[src/hw/rtl/signed_int_to_seven_segment_writes_assert.svh]
// assertion macros used by the display write sequencer datapath
`ifndef SIGNED_INT_TO_SEVEN_SEGMENT_WRITES_ASSERT_SVH
`define SIGNED_INT_TO_SEVEN_SEGMENT_WRITES_ASSERT_SVH

// same-cycle implication, checked out of reset
`define S7W_ASSERT_NOW(label, ante, cons, msg) \
	label: assert property (@(posedge clk) disable iff (!arst_n) (ante) |-> (cons)) \
		else $error(msg);

// next-cycle implication, checked out of reset
`define S7W_ASSERT_NEXT(label, ante, cons, msg) \
	label: assert property (@(posedge clk) disable iff (!arst_n) (ante) |=> (cons)) \
		else $error(msg);

`endif

[src/hw/rtl/s7w_pkg.sv]
// shared types, constants and the segment lookup for the display write sequencer
`timescale 1ns / 1ps

package s7w_pkg;

	// display size and field widths
	localparam int NUM_DIGITS = 8;
	localparam int VALUE_W    = 28;
	localparam int MAG_W      = 28;
	localparam int ADDR_W     = 4;
	localparam int DATA_W     = 8;
	localparam int DIGIT_W    = 4;
	// most digits a 28-bit magnitude can have (2^27 has nine)
	localparam int MAX_DIG    = 9;
	localparam int CNT_W      = $clog2(MAX_DIG + 1);
	localparam int POS_W      = (NUM_DIGITS > 1) ? $clog2(NUM_DIGITS) : 1;

	// overflow thresholds on the magnitude
	localparam longint unsigned LIM_ALL = 10 ** NUM_DIGITS;
	localparam longint unsigned LIM_NEG = 10 ** (NUM_DIGITS - 1);

	// divide by ten as multiply by reciprocal, exact for any 32-bit value
	localparam logic [31:0] RECIP10     = 32'hCCCC_CCCD;
	localparam int          RECIP_SHIFT = 35;
	localparam int          PROD_W      = MAG_W + 32;

	// configuration register indexes and address width
	localparam int PADDR_W = 4;
	localparam logic [1:0] REG_PAT03 = 2'd0;
	localparam logic [1:0] REG_PAT47 = 2'd1;
	localparam logic [1:0] REG_PAT89 = 2'd2;
	localparam logic [1:0] REG_DASH  = 2'd3;

	// reset values of the pattern registers
	localparam logic [31:0] RST_PAT03 = 32'h796D_307E;
	localparam logic [31:0] RST_PAT47 = 32'h705F_5B33;
	localparam logic [15:0] RST_PAT89 = 16'h7B7F;
	localparam logic [7:0]  RST_DASH  = 8'h01;

	// kinds of write the controller can ask for
	localparam logic [1:0] KIND_CLEAR = 2'd0;
	localparam logic [1:0] KIND_DIGIT = 2'd1;
	localparam logic [1:0] KIND_DASH  = 2'd2;

	typedef struct packed {
		logic             start;
		logic             load;
		logic [1:0]       kind;
		logic [POS_W-1:0] pos;
		logic             last;
	} dp_cmd_t;

	typedef struct packed {
		logic             ext_done;
		logic             out_free;
		logic [CNT_W-1:0] ndig;
		logic             dash;
	} dp_stat_t;

	// segment byte for one decimal digit
	function automatic logic [DATA_W-1:0] seg_of(input logic [DIGIT_W-1:0] digit,
		input logic [31:0] p03, input logic [31:0] p47, input logic [15:0] p89);
		logic [DATA_W-1:0] seg;
		case (digit)
			4'd0:    seg = p03[7:0];
			4'd1:    seg = p03[15:8];
			4'd2:    seg = p03[23:16];
			4'd3:    seg = p03[31:24];
			4'd4:    seg = p47[7:0];
			4'd5:    seg = p47[15:8];
			4'd6:    seg = p47[23:16];
			4'd7:    seg = p47[31:24];
			4'd8:    seg = p89[7:0];
			4'd9:    seg = p89[15:8];
			default: seg = '0;
		endcase
		return seg;
	endfunction

endpackage

[src/hw/rtl/s7w_regs.sv]
// apb configuration registers holding the segment patterns
`timescale 1ns / 1ps

module s7w_regs (
	input  logic                        clk,
	input  logic                        arst_n,
	input  logic                        psel,
	input  logic                        penable,
	input  logic                        pwrite,
	input  logic [s7w_pkg::PADDR_W-1:0] paddr,
	input  logic [31:0]                 pwdata,
	output logic [31:0]                 prdata,
	output logic                        pready,
	output logic [31:0]                 pat03,
	output logic [31:0]                 pat47,
	output logic [15:0]                 pat89,
	output logic [7:0]                  dash_pat
);
	import s7w_pkg::*;

	logic [31:0] pat03_q;
	logic [31:0] pat47_q;
	logic [15:0] pat89_q;
	logic [7:0]  dash_q;
	logic        wr_en;
	logic [1:0]  idx;

	assign pready = 1'b1;
	assign wr_en  = psel & penable & pwrite & pready;
	assign idx    = paddr[3:2];

	// register writes
	always_ff @(posedge clk or negedge arst_n) begin
		if (!arst_n) begin
			pat03_q <= RST_PAT03;
			pat47_q <= RST_PAT47;
			pat89_q <= RST_PAT89;
			dash_q  <= RST_DASH;
		end else if (wr_en) begin
			case (idx)
				REG_PAT03: pat03_q <= pwdata;
				REG_PAT47: pat47_q <= pwdata;
				REG_PAT89: pat89_q <= pwdata[15:0];
				REG_DASH:  dash_q  <= pwdata[7:0];
				default: begin
				end
			endcase
		end
	end

	// read back
	always_comb begin
		case (idx)
			REG_PAT03: prdata = pat03_q;
			REG_PAT47: prdata = pat47_q;
			REG_PAT89: prdata = {16'd0, pat89_q};
			REG_DASH:  prdata = {24'd0, dash_q};
			default:   prdata = '0;
		endcase
	end

	assign pat03    = pat03_q;
	assign pat47    = pat47_q;
	assign pat89    = pat89_q;
	assign dash_pat = dash_q;

endmodule

[config.mk]
export PLATFORM = sky130hd
export DESIGN_NAME = s7w_regs
export DESIGN_NICKNAME = d
export VERILOG_FILES = /design/src/hw/rtl/signed_int_to_seven_segment_writes_assert.svh /design/src/hw/rtl/s7w_pkg.sv /design/src/hw/rtl/s7w_regs.sv
export SDC_FILE = /design/constraint.sdc
export NUM_CORES = 1
export LEC_CHECK = 0
export BUFFER_PORTS_ARGS = -buffer_cell sky130_fd_sc_hd__buf_2
export CORE_ASPECT_RATIO = 1.1
export CORE_MARGIN = 5
export CORE_UTILIZATION = 30
export CTS_CLUSTER_DIAMETER = 80
export DETAILED_ROUTE_END_ITERATION = 8
export HOLD_SLACK_MARGIN = 0.05
export SKIP_CTS_REPAIR_TIMING = 1
export SLEW_MARGIN = 20
export SYNTH_ARGS = -nofsm -noshare
export SYNTH_HDL_FRONTEND = slang
export SYNTH_SLANG_ARGS = --single-unit
[constraint.sdc]
create_clock -name clk -period 1.2 [get_ports clk]
set_input_delay 0.12 -clock clk [delete_from_list [all_inputs] [get_ports clk]]
set_output_delay 0.12 -clock clk [all_outputs]
set_load 0.01 [all_outputs]
Word level (Yosys, flattened, before mapping)
Cells that the tools add are included.

Word-level logic and storage cells: 15. Output and inout bits: 121. Input bits: 41. Bits in registers: 88.

Reduce and logical (&&, ||, !) cells: 5. Equality and inequality tests: 3. Bitwise gates (word level): 2. Muxes and demuxes: 1.

Operators by type and width (number): $pmux 32 s4 (1); $reduce_and 2->1 (4); $eq 2x2->1 const B (2); $and 1x1->1 (2); $eq 2x1->1 const B (1); $logic_not 2->1 (1).

Logic depth before layout (Yosys ltp)
Word-level depth: 3. Mapped depth: 6. Mapped depth without buffers: 3.

Worst setup path before layout
OpenSTA, ideal clock, no wires.

Path kind: input-to-reg. Start: input paddr[3] in the netlist's numbering. End: register pat89_q[10], in the netlist pat89[10]. Cell stages on the path: 5. Slack: -149 ps. Data arrival time: 1224 ps. Required time: 1075 ps. Setup time: 125 ps. Cell sequence: buf_2 > nand4_1 > nor2_2 > buf_2 > mux2_2.

Cells in the longest elaborated chain, start to end: 2.

Ends and longest elaborated chain: start: declaration (line s7w_regs.sv:10) `input logic [s7w_pkg::PADDR_W-1:0] paddr,`; $eq 2x2->1 (line s7w_regs.sv:40) `case (idx)`; $reduce_and 2->1 (no source line); end signal: assignment (line s7w_regs.sv:43) `REG_PAT89: pat89_q <= pwdata[15:0];`; end: declaration (line s7w_regs.sv:23) `logic [15:0] pat89_q;`.

Every way passes these cells. A chain may end at the register's enable or synchronous reset.

Worst setup path in the final report
Start: register pat89_q[7], in the netlist pat89[7]. End: output prdata[7].

Cells in the longest elaborated chain, start to end: 1.

Ends and longest elaborated chain: $pmux 32 s4 (line s7w_regs.sv:53) `case (idx)`; end: declaration (line s7w_regs.sv:12) `output logic [31:0] prdata,`.

Every way passes these cells.

==> metrics <==
Max clock buf depth 2; DRC 0; clk slew on worst S/H paths 0.06 ns; leakage dissipation 0.002963 uW; most common cell after layout, fill and taps aside buf_2; total grt overflow 0; Crit Path Class reg -> out; Ys Warns 0; drt first pass iters 4; I/O Buffers approximately 160; flop2flop setup slack around 0.30 ns; clock latency on the worst-skew pair 0.34 ns; register area 2265 um2; row count 44; Post-DP HPWL 7.331 mm; FF-to-FF Start pat47[25]$_DFFE_PN0P_; Power Dens Cells 1780 nW/um2; Die Ht 132.6 um; CTS tree done; clock sink total 88; WL final 10.88 mm; largest net degree at the start of global routing slightly below 90; synth unique cells 24; CTS root buf clkbuf_16; ant diodes 0; commonest cells after routing, fill and taps aside buf_2 (147), mux2_2 (56), dfstp_2 (50); Final Hold Vio Count 0; Core Area about 13,000 um2; WP data required between 1 and 1.5 ns; Seq/Total Area, Yosys 0.5525; die area between 15,000 and 20,000 um2; Final Cycle Share 1.237; share of cells above drive strength 1 0.7387; first-pass GRT wire length 16.56 mm; endpoints failing setup 30; WL/cell 16.24 um; Die X approximately 120 um; Worst Hold Class in -> reg; vias in the first global route 2,995; Worst R2R Path Depth 2; final hold slack 0.06050 ns; Worst Hold End pat47[1]$_DFFE_PN1P_; Fillers 1,264; reg2reg end pat47[25]$_DFFE_PN0P_; Max Clock Skew 0 ns; Syn Area/Cell 15.29 um2; initial core utilization 0.3077; Area Growth Syn to Fin 46.89%; post-route ant nets 0; GRT Total Usage 0.1302; hold_sp pwdata[1]; fin nets 522; Max FO, Critical Path 3; syn_nets just over 300; IR drop worst, VDD 0.0009300 V; fin crit period 1.485 ns; Num CTS Buffers 9; initial drt markers 76; H-Tree Depth 3; status finished, violations left; cell count after synthesis 268; Via density approximately 4.5; final core area utilization 0.4519; failing checks setup timing; #FFs+latches synth 88; I/O pin count 162; detailed-route via count 3,039; max-cap check violation count 0; Setup WS post-layout -0.2849 ns; synthesized cell area 4099 um2; max frequency between 600 and 700 MHz; Hold Crit Depth 2; Crit. End Element output pin; Critical Path Start Type flop; max-slew violation count 0; initial antenna violation count 0; RSZ-0062 raised after global routing yes; CP Data Arrival Time 1.36 ns; gp weighted congestion between 0.7 and 0.8; Multi-input gate area 1719 um2
state kept, by name, indices dropped and copies added, names as in the netlist:
| name | count |
|---|---|
| pat47 | 32 |
| dash_pat | 8 |
| pat89 | 16 |
| pat03 | 32 |
final cells by class:
cell class | instances | area share
well taps | 184 | 0.03824
clock buffers | 14 | 0.04717
multi-input cells | 160 | 0.2855
flip-flops and latches | 88 | 0.3761
clock inverters | 2 | 0.005819
inverters | 1 | 0.0006234
repair buffers | 221 | 0.2465
power by group:
part	total (uW)	leakage, uW	switching, uW	internal, uW
logic	3280	0.00181	1400	1890
clock network	2940	0.000159	1100	1840
registers	4490	0.000990	535	3960
total	10700	0.00296	3040	7680
worst max-delay path, stage by stage, from the launching register on:
cell and delay [ns]:
dfrtp_1 0.40, mux4_2 0.49, buf_6 0.14
logic make-up (layout without fill, tap and decap cells):
logic type,count (synthesis),count (layout),share of synthesized area
AND/OR/NAND/NOR,31,31,0.03328
other,1,1,0.0009149
buffers and inverters,20,238,0.03174
flip-flops,88,88,0.5525
AO/OA/AOI/OAI,8,8,0.009768
multiplexers,120,120,0.3718
stage by stage:
stage | cell area, um2 | total power, uW | TNS, ns | setup WS [ns] | std cells
global route | 6021 | 11290 | -6.071 | -0.3253 | 670
CTS | 5513 | 10470 | -5.253 | -0.3161 | 625
floorplan | 4143 | 6073 | -3.511 | -0.1232 | 268
finish | 6021 | 10720 | -3.999 | -0.2849 | 670
detailed placement | 5194 | 7456 | -15.04 | -0.2828 | 609
global placement | 5194 | 7380 | -13.82 | -0.2510 | 609
synthesized netlist by cell type (all sizes together):
cell | count | area [um2]
buf | 16 | 115.1
clkbuf | 3 | 11.26
conb | 1 | 3.750
dfrtp | 38 | 950.9
dfstp | 50 | 1314
inv | 1 | 3.750
mux2 | 88 | 1104
mux2i | 24 | 240.2
mux4 | 8 | 180.2
nand2 | 8 | 30.03
nand3 | 1 | 5.000
nand4 | 1 | 6.260
nor2 | 17 | 66.32
nor2b | 1 | 6.260
nor3 | 1 | 10.01
o21ai | 8 | 40.04
or2 | 1 | 6.260
or3 | 1 | 6.260
metal layers:
metal	up-vias	share of wire	GRT usage	wire [um]
met5	-	0	0	0
met4	0	0.016	0.05230	170
met3	12	0.051	0.03501	560
met2	99	0.48	0.2037	5274
met1	1543	0.45	0.1709	4873
li1	1385	-	-	-
how the worst max path moves through the flow:
stage / end / start / cells past startpoint / slack (ns)
after global routing: prdata[7] / pat89[7]$_DFFE_PN0P_ / 2 / -0.33
after floorplan: pat47[10]$_DFFE_PN0P_ / paddr[2] / 6 / -0.12
after detailed placement: prdata[7] / paddr[2] / 4 / -0.28
after global placement: prdata[7] / paddr[2] / 4 / -0.25
after CTS: prdata[7] / pat89[7]$_DFFE_PN0P_ / 2 / -0.32
final: prdata[7] / pat89[7]$_DFFE_PN0P_ / 2 / -0.28
No activity file was read; power rests on OpenSTA's default activity.
