<file path="config.mk">
export PLATFORM = sky130hd
export DESIGN_NAME = s7w_ctrl
export DESIGN_NICKNAME = d
export VERILOG_FILES = /design/src/hw/rtl/signed_int_to_seven_segment_writes_assert.svh /design/src/hw/rtl/s7w_pkg.sv /design/src/hw/rtl/s7w_ctrl.sv
export SDC_FILE = /design/constraint.sdc
export NUM_CORES = 1
export LEC_CHECK = 0
export BUFFER_PORTS_ARGS = -buffer_cell sky130_fd_sc_hd__buf_2
export CORE_MARGIN = 2
export CORE_UTILIZATION = 30
export DETAILED_ROUTE_END_ITERATION = 12
export PLACE_DENSITY = 0.58
export SLEW_MARGIN = 20
export SYNTH_ARGS = -nofsm -noshare
export SYNTH_HDL_FRONTEND = slang
export SYNTH_SLANG_ARGS = --single-unit
</file>
<file path="constraint.sdc">
create_clock -name clk -period 3 [get_ports clk]
set_input_delay 0.15 -clock clk [delete_from_list [all_inputs] [get_ports clk]]
set_output_delay 0.15 -clock clk [all_outputs]
set_load 0.005 [all_outputs]
</file>
<file path="src/hw/rtl/signed_int_to_seven_segment_writes_assert.svh">
// assertion macros used by the display write sequencer datapath
`ifndef SIGNED_INT_TO_SEVEN_SEGMENT_WRITES_ASSERT_SVH
`define SIGNED_INT_TO_SEVEN_SEGMENT_WRITES_ASSERT_SVH

// same-cycle implication, checked out of reset
`define S7W_ASSERT_NOW(label, ante, cons, msg) \
	label: assert property (@(posedge clk) disable iff (!arst_n) (ante) |-> (cons)) \
		else $error(msg);

// next-cycle implication, checked out of reset
`define S7W_ASSERT_NEXT(label, ante, cons, msg) \
	label: assert property (@(posedge clk) disable iff (!arst_n) (ante) |=> (cons)) \
		else $error(msg);

`endif

</file>
<file path="src/hw/rtl/s7w_pkg.sv">
// shared types, constants and the segment lookup for the display write sequencer
`timescale 1ns / 1ps

package s7w_pkg;

	// display size and field widths
	localparam int NUM_DIGITS = 8;
	localparam int VALUE_W    = 28;
	localparam int MAG_W      = 28;
	localparam int ADDR_W     = 4;
	localparam int DATA_W     = 8;
	localparam int DIGIT_W    = 4;
	// most digits a 28-bit magnitude can have (2^27 has nine)
	localparam int MAX_DIG    = 9;
	localparam int CNT_W      = $clog2(MAX_DIG + 1);
	localparam int POS_W      = (NUM_DIGITS > 1) ? $clog2(NUM_DIGITS) : 1;

	// overflow thresholds on the magnitude
	localparam longint unsigned LIM_ALL = 10 ** NUM_DIGITS;
	localparam longint unsigned LIM_NEG = 10 ** (NUM_DIGITS - 1);

	// divide by ten as multiply by reciprocal, exact for any 32-bit value
	localparam logic [31:0] RECIP10     = 32'hCCCC_CCCD;
	localparam int          RECIP_SHIFT = 35;
	localparam int          PROD_W      = MAG_W + 32;

	// configuration register indexes and address width
	localparam int PADDR_W = 4;
	localparam logic [1:0] REG_PAT03 = 2'd0;
	localparam logic [1:0] REG_PAT47 = 2'd1;
	localparam logic [1:0] REG_PAT89 = 2'd2;
	localparam logic [1:0] REG_DASH  = 2'd3;

	// reset values of the pattern registers
	localparam logic [31:0] RST_PAT03 = 32'h796D_307E;
	localparam logic [31:0] RST_PAT47 = 32'h705F_5B33;
	localparam logic [15:0] RST_PAT89 = 16'h7B7F;
	localparam logic [7:0]  RST_DASH  = 8'h01;

	// kinds of write the controller can ask for
	localparam logic [1:0] KIND_CLEAR = 2'd0;
	localparam logic [1:0] KIND_DIGIT = 2'd1;
	localparam logic [1:0] KIND_DASH  = 2'd2;

	typedef struct packed {
		logic             start;
		logic             load;
		logic [1:0]       kind;
		logic [POS_W-1:0] pos;
		logic             last;
	} dp_cmd_t;

	typedef struct packed {
		logic             ext_done;
		logic             out_free;
		logic [CNT_W-1:0] ndig;
		logic             dash;
	} dp_stat_t;

	// segment byte for one decimal digit
	function automatic logic [DATA_W-1:0] seg_of(input logic [DIGIT_W-1:0] digit,
		input logic [31:0] p03, input logic [31:0] p47, input logic [15:0] p89);
		logic [DATA_W-1:0] seg;
		case (digit)
			4'd0:    seg = p03[7:0];
			4'd1:    seg = p03[15:8];
			4'd2:    seg = p03[23:16];
			4'd3:    seg = p03[31:24];
			4'd4:    seg = p47[7:0];
			4'd5:    seg = p47[15:8];
			4'd6:    seg = p47[23:16];
			4'd7:    seg = p47[31:24];
			4'd8:    seg = p89[7:0];
			4'd9:    seg = p89[15:8];
			default: seg = '0;
		endcase
		return seg;
	endfunction

endpackage

</file>
<file path="src/hw/rtl/s7w_ctrl.sv">
// controller that orders the clear, digit and dash writes of one item
`timescale 1ns / 1ps

module s7w_ctrl (
	input  logic              clk,
	input  logic              arst_n,
	input  logic              in_valid,
	output logic              in_ready,
	input  s7w_pkg::dp_stat_t stat,
	output s7w_pkg::dp_cmd_t  cmd
);
	import s7w_pkg::*;

	localparam logic [1:0] ST_IDLE  = 2'd0;
	localparam logic [1:0] ST_CLEAR = 2'd1;
	localparam logic [1:0] ST_DIGIT = 2'd2;
	localparam logic [1:0] ST_DASH  = 2'd3;

	logic [1:0]       state_q;
	logic [1:0]       state_d;
	logic [POS_W-1:0] pos_q;
	logic [POS_W-1:0] pos_d;
	logic [CNT_W-1:0] shown;
	logic             top_digit;

	assign in_ready = (state_q == ST_IDLE);

	// digits actually written and whether pos is the top one
	assign shown     = (stat.ndig > CNT_W'(NUM_DIGITS)) ? CNT_W'(NUM_DIGITS) : stat.ndig;
	assign top_digit = ((CNT_W'(pos_q) + CNT_W'(1)) == shown);

	// next state and command
	always_comb begin
		state_d   = state_q;
		pos_d     = pos_q;
		cmd       = '0;
		cmd.pos   = pos_q;
		cmd.start = in_valid & in_ready;
		case (state_q)
			ST_IDLE: begin
				if (in_valid) begin
					state_d = ST_CLEAR;
					pos_d   = '0;
				end
			end
			ST_CLEAR: begin
				cmd.kind = KIND_CLEAR;
				if (stat.out_free) begin
					cmd.load = 1'b1;
					if (pos_q == POS_W'(NUM_DIGITS - 1)) begin
						state_d = ST_DIGIT;
						pos_d   = '0;
					end else begin
						pos_d = pos_q + POS_W'(1);
					end
				end
			end
			ST_DIGIT: begin
				cmd.kind = KIND_DIGIT;
				cmd.last = top_digit & ~stat.dash;
				if (stat.out_free && stat.ext_done) begin
					cmd.load = 1'b1;
					if (top_digit) begin
						state_d = stat.dash ? ST_DASH : ST_IDLE;
					end else begin
						pos_d = pos_q + POS_W'(1);
					end
				end
			end
			ST_DASH: begin
				cmd.kind = KIND_DASH;
				cmd.last = 1'b1;
				if (stat.out_free) begin
					cmd.load = 1'b1;
					state_d  = ST_IDLE;
				end
			end
			default: begin
				state_d = ST_IDLE;
			end
		endcase
	end

	// state registers
	always_ff @(posedge clk or negedge arst_n) begin
		if (!arst_n) begin
			state_q <= ST_IDLE;
			pos_q   <= '0;
		end else begin
			state_q <= state_d;
			pos_q   <= pos_d;
		end
	end

endmodule

</file>
# == Yosys cells after proc, flatten, opt, wreduce, memory -nomap -nowiden ==
# Index checks and enable logic that the tools add are counted.
# totals
word_cells,44
regBits,5
# classes
eq_ne,12
bitwise,3
n_lt_le_gt_ge,1
n_reduce_logical,5
mux,19
addsub,2
# op_table
op,n
$pmux W3 S3,2
$mux W3,5
$mux W2,7
$ne A2 B2 Y1 const B,7
$pmux W2 S4,1
$reduce_and A6 Y1,1
$reduce_and A5 Y1,1
$add A3 B1 Y4 const B,1
$eq A2 B2 Y1 const B,2
$eq A4 B4 Y1,1
$gt A4 B4 Y1 const B,1
$mux W4,1
$add A3 B1 Y3 const B,1
$eq A3 B3 Y1 const B,1
$reduce_bool A3 Y1,1
$and A1 B1 Y1,2
$eq A2 B1 Y1 const B,1
$logic_not A2 Y1,1
$mux W1,2
$pmux W1 S2,1
$logic_and A1 B1 Y1,1
$not A1 Y1,1

# == Longest topological paths before layout ==
# Gate-level depths: netlist of the first run.
# logic_depth
ltp_word,6
ltp_mapped,7
depth_no_buf,7

# == Worst setup path after synthesis of the first run ==
# No wires, ideal clock.
# synth_timing
path_type,register to register
startpoint,register pos_q[0]
endpoint,register pos_q[0]
stages_incl_launch_ff,8
synth_period_minus_slack_ns,2.400
path_buffers,0
slack_ns,0.600
t_arrival_ns,2.275
cell_sequence,dfrtp_1 ha_1 ha_1 nor2b_4 or4_4 a211oi_4 a21oi_2 mux2_4
# synth_via
elab_chain_len,4
word_cells_on_any_way,11
classes_between,2 x add/sub; 3 x eq/ne; 5 x mux; 1 x reduce/logical
# synth_rtl
item,line_no,source
"start, declared",s7w_ctrl.sv:21,logic [POS_W-1:0] pos_q;
"start signal, assigned",s7w_ctrl.sv:91,pos_q <= pos_d;
$add A3 B1 Y4 (tied with other cells),s7w_ctrl.sv:30,assign top_digit = ((CNT_W'(pos_q) + CNT_W'(1)) == shown);
$eq A4 B4 Y1 (tied with other cells),s7w_ctrl.sv:30,
$ne A2 B2 Y1 (no line) (tied with other cells),--,
$reduce_and A5 Y1 (no line) or $pmux W3 S3 (tied branches),--,
# Several ways; a longest one is shown, not always the timed one. The select of a mux whose other input is x is not followed.
# A chain may end at the register's enable or synchronous reset.

==> metrics.md, run 1 <==
| Metric | Value |
|---|---|
| Die Y | `46.5 um` |
| Area of the mapped netlist | `~540 sq um` |
| Static Leakage | `0.333 nW` |
| Hold crit path type | `in2async` |
| Synth top area share | `0.231` |
| Via Count | `around 550` |
| Vias per inst | `roughly 5` |
| Post-route clock period utilization | `0.889` |
| Skew-Pair Late Insertion Delay | `~0.24 ns` |
| Area grow syn2layout | `28.2%` |
| Rel. slew slack | `0.693` |
| CTS tree | `yes` |
| Drt drc | `0` |
| Routability congestion estimate | `0.866` |
| Root Buffer | `clkbuf_4` |
| GRT overflow | `0` |
| Reg2reg end | `state_q[1]` |
| Final HPWL DP | `999 um` |
| Clock sink total | `5` |
| R2R Path Start | `pos_q[0]` |
| Status | `finished clean` |
| Critical Path End | `cmd[0]` |
| Synthesized net count | `79` |
| Seq/Total Area, Yosys | `0.231` |
| Startpoint Class | `flip-flop` |
| Final Net Count | `102` |
| # setup viols final | `0` |
| Final WL | `approximately 1200 um` |
| CP Capture Type | `primary output` |
| Starting DRT DRC Count | `13` |
| Worst slew pin tran | `0.460 ns` |
| Fin. max-slew vios | `0` |
| Yosys cell types | `34` |
| Initial Util | `0.317` |
| Non-Filler Instances | `109` |
| Synth area leader | `dfrtp_1` |
| I/O Buffers | `18` |
| Final Hold Fails | `0` |
| Number of global-route vias before repair | `between 400 and 500` |
| # resized after CTS | `0` |
| Data required time of the worst path | `2.85 ns` |
| Die W | `approximately 46 um` |
| Layout cells sized above 1 | `0.310` |
| Crit. Startpoint | `pos_q[0]` |
| CP arrival | `2.52 ns` |
| CTS Buf Count | `3` |
| Core ar. | `0.00171 sq mm` |
| DR WL/cell | `11.2 um` |
| First-pass DRT Iterations | `4` |
| Achievable Freq | `about 0.37 GHz` |
| Synth top area cells | `dfrtp_1, ha_1, a211oi_4, a21oi_1, mux2i_1` |
| Worst r2r path cells | `7` |
| I/O pin cnt | `19` |
| Most common cell after layout, fill and taps aside | `buf_2` |
| RSZ-0062 raised after global routing | `false` |
| N_diodes | `0` |
| WS Path Type | `reg2out` |
| Total power | `630 uW` |
| Clock transition at path regs | `roughly 0.040 ns` |
| H-tree depth | `1` |
| CP max FO | `7` |
| Worst Skew | `approximately 0.0003 ns` |
| Synth warnings | `0` |
| Final ANT Viol Nets | `0` |
| PwrDens | `907 mW/mm^2` |
| Die area | `0.00216 sq mm` |
| Cells after Synth | `a little over 60` |
| Std cell rows | `15` |
| Commonest cells after routing, fill and taps aside | `buf_2, ha_1, inv_1, dfrtp_1` |
| Clk buf depth | `2` |
| Placed Instances | `104` |
| First-pass GRT wire length | `1970 um` |
| Period minus WS final | `2.67 ns` |
| Maxcap violations | `0` |
| Total track usage | `0.129` |
| Worst R2R Setup Slack | `0.48 ns` |
| Setup TNS | `0 ns` |
| Avg Synthesized Cell Area | `8.74 sq um` |
| Largest net degree at the start of global routing | `14` |
| FF+latch count, synth | `5` |
| Initial antenna violation count | `0` |
| Worst VDD drop | `between 0.3 and 0.4 mV` |
[cell usage after synthesis, drive strengths merged]
cell type,instances
a21oi,5
dfrtp,5
ha,7
a2bb2oi,1
and2,1
o31ai,1
buf,1
o211ai,1
a211o,1
nor4,1
nand4,1
a31oi,1
nor3b,1
mux2i,2
a221oi,1
mux2,1
nor2,4
a211oi,2
o21bai,1
o21ai,2
nor3,2
o32ai,1
clkinv,1
nor2b,3
o22ai,1
or4,1
a21boi,1
inv,5
nand2,4
nand2b,3
[cell families (layout without fill, tap and decap cells)]
kind of cell / after synthesis / count (layout) / share of synthesized area
flip-flops: 5 / 5 / 0.231
AO/OA/AOI/OAI: 19 / 19 / 0.266
buffers and inverters: 7 / 29 / 0.0508
AND/OR/NAND/NOR: 21 / 21 / 0.226
multiplexers: 3 / 3 / 0.0647
adder cells (fa/ha/maj): 7 / 7 / 0.162
[report_power, final]
group,switching (mW),internal [mW]
combinational,0.223,0.199
sequential,0.0391,0.0921
clock,0.0266,0.0502
total,0.289,0.341
[worst min path at each step]
stage / to / cells after the start
floorplan: pos_q[0] / 0
global placement: pos_q[2] / 1
detailed placement: pos_q[2] / 1
CTS: pos_q[1] / 2
global route: state_q[0] / 3
finish: pos_q[2] / 2
[layout make-up]
type | instances | area [sq um]
Sequential cell | 5 | 125
Tap cell | 25 | 31.3
Fill cell | 165 | 1010
Timing Repair Buffer | 19 | 100
Multi-Input combinational cell | 50 | 389
Inverter | 6 | 22.5
Clock buffer | 4 | 26.3
[state kept, by name, summed over array words and instances, names as in the netlist]
signal   cells
state_q      2
pos_q        3
[through the flow]
step           utilization  area [sq um]  setup slack, ns  hold WS, ns
2_1_floorplan            -           542            0.600       -0.146
3_3_place_gp         0.385           658            0.535      -0.0305
3_5_place_dp         0.385           658            0.503      -0.0278
4_1_cts              0.407           694            0.315        0.242
5_1_grt              0.407           694            0.190        0.252
6_report             0.407           694            0.332        0.251
[worst max-delay path, cell delays in order, from the launching register on]
cell	delay, ns
dfrtp_1	0.43
ha_1	0.23
ha_1	0.31
nor2b_4	0.13
or4_4	0.53
a211oi_4	0.30
nand2_1	0.08
o21bai_1	0.14
buf_2	0.13
[layer usage]
metal | track usage | vias up | wire length, um
met5 | 0 | - | 0
met2 | 0.194 | 18 | 535
li1 | - | 271 | -
met4 | 0.0343 | 0 | 0
met1 | 0.167 | 258 | 607
met3 | 0.0549 | 0 | 81
[timing repair]
action | 4_1_cts | 5_1_grt
hold endpoints to repair | 5 | 0
hold buffers | 1 | 0
setup buffers | 0 | 0
Note: power is estimated with default switching activity, not from simulation.
==> run 2, diff against run 1 <==
--- a/config.mk
+++ b/config.mk
@@ -5,11 +5,12 @@
 export SDC_FILE = /design/constraint.sdc
 export NUM_CORES = 1
 export LEC_CHECK = 0
+export ABC_AREA = 1
 export BUFFER_PORTS_ARGS = -buffer_cell sky130_fd_sc_hd__buf_2
 export CORE_MARGIN = 2
 export CORE_UTILIZATION = 30
 export DETAILED_ROUTE_END_ITERATION = 12
-export PLACE_DENSITY = 0.58
+export PLACE_DENSITY = 0.57
 export SLEW_MARGIN = 20
 export SYNTH_ARGS = -nofsm -noshare
 export SYNTH_HDL_FRONTEND = slang
==> run 2 against run 1 <==
- setup slack better by 0.65 ns
- utilization up 0.42 points
- sequential cell count unchanged
- critical path type unchanged
- die area up 2.9%
- critical endpoint unchanged
- combinational power down 17%
- critical path depth up 2
- highest routed layer unchanged
==> metrics.md, run 2 <==
| Metric | Value |
|---|---|
| Clock sink total | `5 (unchanged)` |
| Initial antenna violation count | `0 (unchanged)` |
| Largest regs | `pos_q (3), state_q (2)` |
| Flip-flop count of the largest register after layout | `3 (unchanged)` |
| # setup viols final | `0 (unchanged)` |
| R2R Path Start | `pos_q[0]` |
| Synth area leader | `dfrtp_1` |
| Commonest cells after routing, fill and taps aside | `nand2_1, buf_2, inv_1, nor2_1, ha_1` |
| Layout cells sized above 1 | `0.299 (-0.0105)` |
| CP arrival | `1.87 ns (-0.65 ns)` |
| Die area | `0.00223 sq mm (+2.9%)` |
| Post-route clock period utilization | `0.674 (-0.216)` |
| Met1 wire length | `513 um (-15%)` |
| Maxcap violations | `0 (unchanged)` |
| Hold crit path type | `in2async` |
| WS Path Type | `reg2out` |
| Initial Util | `0.320 (+0.00321)` |
| Worst Hold Slack | `0.256 ns (+0.00486 ns)` |
| Skew-Pair Late Insertion Delay | `0.24 ns (about the same)` |
| First-pass GRT wire length | `1950 um (-1.1%)` |
| Yosys cell types | `20 (-41%)` |
| Reg2reg end | `state_q[0]` |
| Synth top area share | `0.224 (-0.00723)` |
| Starting DRT DRC Count | `6 (-7)` |
| Worst VDD drop | `0.339 mV (-4.2%)` |
| Vias per inst | `4.45 (-11%)` |
| Final ANT Viol Nets | `0 (unchanged)` |
| Setup TNS | `0 ns (unchanged)` |
| Top-count cell post-synth | `nand2_1` |
| I/O pin cnt | `19 (unchanged)` |
| Period minus WS final | `2.02 ns (-0.648 ns)` |
| Avg Synthesized Cell Area | `6.66 sq um (-24%)` |
| Primary FF master, synth | `dfrtp_1` |
| Largest net degree at the start of global routing | `9 (-5)` |
| Core ar. | `0.00175 sq mm (+2.2%)` |
| Crit. Startpoint | `pos_q[0]` |
| Synth warnings | `0 (unchanged)` |
| GRT overflow | `0 (unchanged)` |
| Drt drc | `0 (unchanged)` |
| CTS tree | `yes` |
| FF+latch count, synth | `5 (unchanged)` |
| CP max FO | `7 (unchanged)` |
| Cells after Synth | `84 (+35%)` |
| Fin. max-slew vios | `0 (unchanged)` |
| RSZ-0062 raised after global routing | `false` |
| Final WL | `1150 um (-6.4%)` |
| Fin util | `0.411 (+0.00416)` |
| Worst Skew | `0.00520 ns (+0.00489 ns)` |
| Number of global-route vias before repair | `499 (+5.5%)` |
| Data required time of the worst path | `2.85 ns (about the same)` |
| Std cell rows | `15 (unchanged)` |
| N_diodes | `0 (unchanged)` |
| PwrDens | `761 mW/mm^2 (-16%)` |
| CP Capture Type | `primary output` |
| I/O Buffers | `18 (unchanged)` |
| Via Count | `588 (+7.5%)` |
| Root Buffer | `clkbuf_4` |
| Biggest register | `pos_q` |
| Die W | `47.2 um (+1.5%)` |
| P_int | `276 uW (-19%)` |
| Routed wl met2 | `584 um (+9.2%)` |
| Combinational Power Share | `0.645 (-0.025)` |
| Static Leakage | `0.426 nW (+28%)` |
| Seq/Total Area, Yosys | `0.224 (-0.00723)` |
| Clock transition at path regs | `0.04 ns (about the same)` |
| Startpoint Class | `flip-flop` |
| Worst R2R Setup Slack | `1.27 ns (+0.79 ns)` |
| Worst slew pin tran | `0.355 ns (-0.105 ns)` |
| Achievable Freq | `0.495 GHz (+32%)` |
| Post-synth EDFFs | `0 (unchanged)` |
| Die Y | `47.2 um (+1.5%)` |
| Clk buf depth | `2 (unchanged)` |
| H-tree depth | `1 (unchanged)` |
| Most instantiated cells after synthesis | `nand2_1, inv_1, ha_1, nor2_1` |
| Total track usage | `0.123 (-0.00614)` |
| Worst Slack Setup Final | `0.979 ns (+0.648 ns)` |
| Synth top area cells | `dfrtp_1, nand2_1, ha_1, inv_1, nor2_1` |
| Area grow syn2layout | `28.2% (about the same)` |
| # resized after CTS | `0 (unchanged)` |
| Routability congestion estimate | `0.786 (-9.3%)` |
| Sequential power share | `0.218 (+0.010)` |
| Routed wl met3 | `48 um (-41%)` |
| Status | `finished clean` |
| Fill cells | `188 (+14%)` |
| Most common cell after layout, fill and taps aside | `nand2_1` |
| Critical Path End | `cmd[0]` |
| DR WL/cell | `8.69 um (-23%)` |
| Clock power share | `0.137 (+0.015)` |
| First-pass DRT Iterations | `4 (unchanged)` |
| Final Hold Fails | `0 (unchanged)` |
| Synthesized net count | `101 (+28%)` |
| Hold Buf Count CTS | `1 (unchanged)` |
| Slowest cell delay on critical path | `0.44 ns (-0.09 ns)` |
| CTS Buf Count | `3 (unchanged)` |
| Final HPWL DP | `1000 um (+0.39%)` |
| CP cell instances | `ha_1 -> ha_1 -> inv_2 -> nor2_1 -> nor2_1 -> nand2_1 -> nand2_2 -> nand3_4 -> o21ai_1 -> buf_2` |
| Worst r2r path cells | `12 (+5)` |
| Crit-path slowest cell | `dfrtp_1` |
| Worst slack, placed | `1.22 ns (+0.714 ns)` |
| Final Net Count | `125 (+23%)` |
| Sw power | `270 uW (-6.4%)` |
| Post-synth ARST share | `1.00 (unchanged)` |
| Rel. slew slack | `0.764 (+0.0709)` |
| Switching part of the total power | `0.495 (+0.0370)` |
| Area of the mapped netlist | `559 sq um (+3.2%)` |
| DR top layer | `met3` |
| Postcts setup bufs | `0 (unchanged)` |
run 2: layout make-up:
cell class                 instances  area (sq um)  share of cell area
clock buffer                       4          26.3              0.0366
multi-input combinational         64           378               0.527
inverter                          15          56.3              0.0785
tap                               25          31.3              0.0436
timing repair buffer              19           100               0.140
sequential                         5           125               0.175
run 2: metal layers:
metal,GRT usage,vias up
met3,0.0462,0
li1,-,309
met2,0.203,12
met5,0,-
met1,0.157,267
met4,0.0167,0
run 2: per-stage QoR:
stage / cells / total power [mW] / instance area, sq um
2_1_floorplan: 84 / 0.379 / 559
3_3_place_gp: 127 / 0.475 / 681
3_5_place_dp: 127 / 0.476 / 681
4_1_cts: 132 / 0.557 / 717
5_1_grt: 132 / 0.612 / 717
6_report: 132 / 0.546 / 717
run 2: worst min path at each step:
stage / startpoint / endpoint / cells past startpoint / slack [ns]
2_1_floorplan: arst_n / pos_q[0] / 0 / -0.15
3_3_place_gp: arst_n / pos_q[2] / 1 / -0.03
3_5_place_dp: arst_n / pos_q[1] / 1 / -0.03
4_1_cts: arst_n / pos_q[1] / 2 / 0.24
5_1_grt: arst_n / pos_q[2] / 2 / 0.27
6_report: arst_n / pos_q[1] / 2 / 0.26
run 2: worst max-delay path: cells and delay by family, from the launching register on:
| family | cells | cell delay [ns] |
|---|---|---|
| AO/OA/AOI/OAI | 1 | 0.12 |
| adder cells (fa/ha/maj) | 2 | 0.51 |
| buffers and inverters | 2 | 0.20 |
| flip-flops | 1 | 0.44 |
| AND/OR/NAND/NOR | 5 | 0.37 |
run 2: kinds of logic (layout without fill, tap and decap cells):
kind of cell | Yosys count | count (layout) | share of synthesized area
AOI/OAI and AO/OA | 6 | 6 | 0.0805
and+or+nand+nor | 51 | 51 | 0.438
buffers and inverters | 15 | 38 | 0.101
DFF | 5 | 5 | 0.224
adders and majority gates | 7 | 7 | 0.157
run 2: power by group through the flow:
stage                     clock, mW  sequential, mW  combinational [mW]
after global placement            0           0.118               0.357
after CTS                    0.0795           0.120               0.358
after global routing         0.0842           0.124               0.404
after floorplan                   0           0.113               0.266
final                        0.0748           0.119               0.352
after detailed placement          0           0.121               0.355
==> run 3, diff against run 2 <==
--- a/config.mk
+++ b/config.mk
@@ -10,7 +10,7 @@
 export CORE_MARGIN = 2
 export CORE_UTILIZATION = 30
 export DETAILED_ROUTE_END_ITERATION = 12
-export PLACE_DENSITY = 0.57
+export PLACE_DENSITY = 0.59
 export SLEW_MARGIN = 20
 export SYNTH_ARGS = -nofsm -noshare
 export SYNTH_HDL_FRONTEND = slang
==> constraint.sdc (replaced) <==
create_clock -name clk -period 1.8 [get_ports clk]
set_input_delay 0.09 -clock clk [delete_from_list [all_inputs] [get_ports clk]]
set_output_delay 0.09 -clock clk [all_outputs]
set_load 0.005 [all_outputs]
==> run 3 against run 2 <==
- critical path depth grew 1
- utilization grew 4.5 points
- clock skew shrank 0.0025 ns
==> metrics.md, run 3 (synthesis results as in run 2) <==
| Metric | Value |
|---|---|
| Commonest cells after routing, fill and taps aside | `nand2_1, buf_2, inv_1, nor2_1, buf_4` |
| Initial Util | `0.320 (unchanged)` |
| DR WL/cell | `9.24 um (+6.4%)` |
| Largest regs | `pos_q (3), state_q (2)` |
| Starting DRT DRC Count | `2 (-4)` |
| Post-route design area | `796 sq um (+11%)` |
| Die W | `47.2 um (unchanged)` |
| I/O pin cnt | `19 (unchanged)` |
| RSZ-0062 raised after global routing | `true` |
| CP max FO | `4 (-3)` |
| CP Capture Type | `primary output` |
| Hold crit path type | `in2async` |
| Final ANT Viol Nets | `0 (unchanged)` |
| Post-DP Area | `696 sq um (+2.2%)` |
| Layout cells sized above 1 | `0.386 (+0.0869)` |
| Startpoint Class | `flip-flop` |
| Worst slew pin tran | `0.258 ns (-0.0967 ns)` |
| Period minus WS final | `1.78 ns` |
| Die Y | `47.2 um (unchanged)` |
| Clock sink total | `5 (unchanged)` |
| Number of global-route vias before repair | `595 (+19%)` |
| Clock transition at path regs | `0.05 ns (about the same)` |
| Final WL | `1290 um (+12%)` |
| Maxcap violations | `0 (unchanged)` |
| Post-route clock period utilization | `0.990` |
| Fin util | `0.456 (+0.0452)` |
| First-pass GRT wire length | `2290 um (+18%)` |
| Buf+Inv Stages, Crit Path | `3 (+1)` |
| Area grow syn2layout | `42.3%` |
| Die area | `0.00223 sq mm (unchanged)` |
| Drt drc | `0 (unchanged)` |
| I/O Buffers | `18 (unchanged)` |
| Most common cell after layout, fill and taps aside | `nand2_1` |
| Via Count | `577 (-1.9%)` |
| Final Hold Fails | `0 (unchanged)` |
| Dominant delay contributor by cell family on the critical path | `adder cells` |
| # setup viols final | `0 (unchanged)` |
| Skew-Pair Late Insertion Delay | `0.24 ns (about the same)` |
| Root Buffer | `clkbuf_4` |
| Achievable Freq | `0.561 GHz` |
| Worst Skew | `0.00273 ns (-0.00247 ns)` |
| Final Net Count | `132 (+5.6%)` |
| WS Path Type | `reg2out` |
| N_diodes | `0 (unchanged)` |
| Fin. max-slew vios | `0 (unchanged)` |
| Worst VDD drop | `0.621 mV (+83%)` |
| Rel. slew slack | `0.827 (+0.0635)` |
| CTS tree | `yes` |
| Crit-path slowest cell | `dfrtp_1` |
| PwrDens | `1230 mW/mm^2 (+61%)` |
| Clk buf depth | `2 (unchanged)` |
| Vias per inst | `4.15 (-6.8%)` |
| Data required time of the worst path | `1.71 ns (-1.14 ns)` |
| First-pass DRT Iterations | `2 (-2)` |
| Largest net degree at the start of global routing | `8 (-1)` |
| Total track usage | `0.144 (+0.0210)` |
| CP cell instances | `ha_2 -> ha_4 -> inv_4 -> nand2_2 -> nand2_1 -> inv_1 -> nand2_2 -> nand2_4 -> nand3_4 -> o21ai_2 -> buf_2` |
| Initial antenna violation count | `0 (unchanged)` |
| Crit path top cell by count | `nand2_2` |
| GRT overflow | `0 (unchanged)` |
| Routability congestion estimate | `0.679 (-14%)` |
| Slowest cell delay on critical path | `0.38 ns (-0.06 ns)` |
| Status | `finished clean` |
| Flip-flop count of the largest register after layout | `3 (unchanged)` |
| Final HPWL DP | `1080 um (+7.3%)` |
| Std cell rows | `15 (unchanged)` |
| Core ar. | `0.00175 sq mm (unchanged)` |
| Static Leakage | `0.458 nW (+7.5%)` |
| CTS Buf Count | `3 (unchanged)` |
| H-tree depth | `1 (unchanged)` |
| Biggest register | `pos_q` |
| CP arrival | `1.69 ns (-0.18 ns)` |
[run 3: cell types whose count changed in the layout (fill, tap and decap cells not counted), sizes merged]
cell and delta:
buf +7
[run 3: routing by layer]
metal  GRT usage  up-vias  wire [um]
li1            -      320          -
met3      0.0115        0         28
met1       0.180      250        620
met4      0.0500        0          0
met5           0        -          0
met2       0.258        7        635
[run 3: what timing repair did]
item | CTS | global route
pin swaps | 5 | 6
buffers inserted | 3 | 2
endpoints found under the hold margin | 5 | 0
hold buffers | 1 | 0
setup endpoints to repair | 1 | 1
gates resized for setup | 3 | 3
[run 3: metrics by stage]
step / worst slack (ns) / setup TNS (ns) / total power, mW / hold slack (ns) / std cells
after global placement: 0.149 / 0 / 0.801 / -0.0921 / 129
after CTS: -0.0325 / -0.0325 / 0.977 / 0.181 / 137
after detailed placement: 0.104 / 0 / 0.816 / -0.0916 / 129
after global routing: -0.0892 / -0.0892 / 1.10 / 0.211 / 139
after floorplan: 0.185 / 0 / 0.631 / -0.206 / 84
final: 0.0189 / 0 / 0.978 / 0.188 / 139
[run 3: worst paths after layout]
path / start / endpoint / slack, ns / cells past startpoint
min in group clk: stat[0] / state_q[0] / 0.26 / 5
hold reg to reg: state_q[1] / state_q[1] / 0.57 / 2
setup reg to reg: pos_q[0] / pos_q[2] / 0.17 / 13
hold / removal: arst_n / state_q[1] / 0.19 / 2
setup / recovery: pos_q[0] / cmd[0] / 0.02 / 11
max in group asynchronous: arst_n / pos_q[2] / 1.48 / 2
[run 3: report_power, final]
group          leakage (nW)  internal [mW]  switching [mW]  total [mW]
clock network        0.0150         0.0838          0.0453       0.129
logic                 0.377          0.276           0.385       0.661
registers            0.0664          0.148          0.0405       0.188
total                 0.458          0.508           0.470       0.978
[run 3: layout make-up]
class / instances / area, sq um
fillers: 189 / 950
multi-input cells: 64 / 402
repair buffers: 26 / 153
flip-flops and latches: 5 / 125
inverters: 15 / 58.8
well taps: 25 / 31.3
clock buffers: 4 / 26.3
[run 3: worst register-to-register path, cell delays in order, from the launching register on]
cell and delay (ns):
dfrtp_1 0.38, ha_2 0.20, ha_4 0.27, inv_4 0.04, nand2_2 0.05, nand2_1 0.04
inv_1 0.05, nand2_2 0.06, nand2_4 0.07, nand3_4 0.07, buf_4 0.15, nand2_2 0.07
nand2_1 0.05, nand2_1 0.06
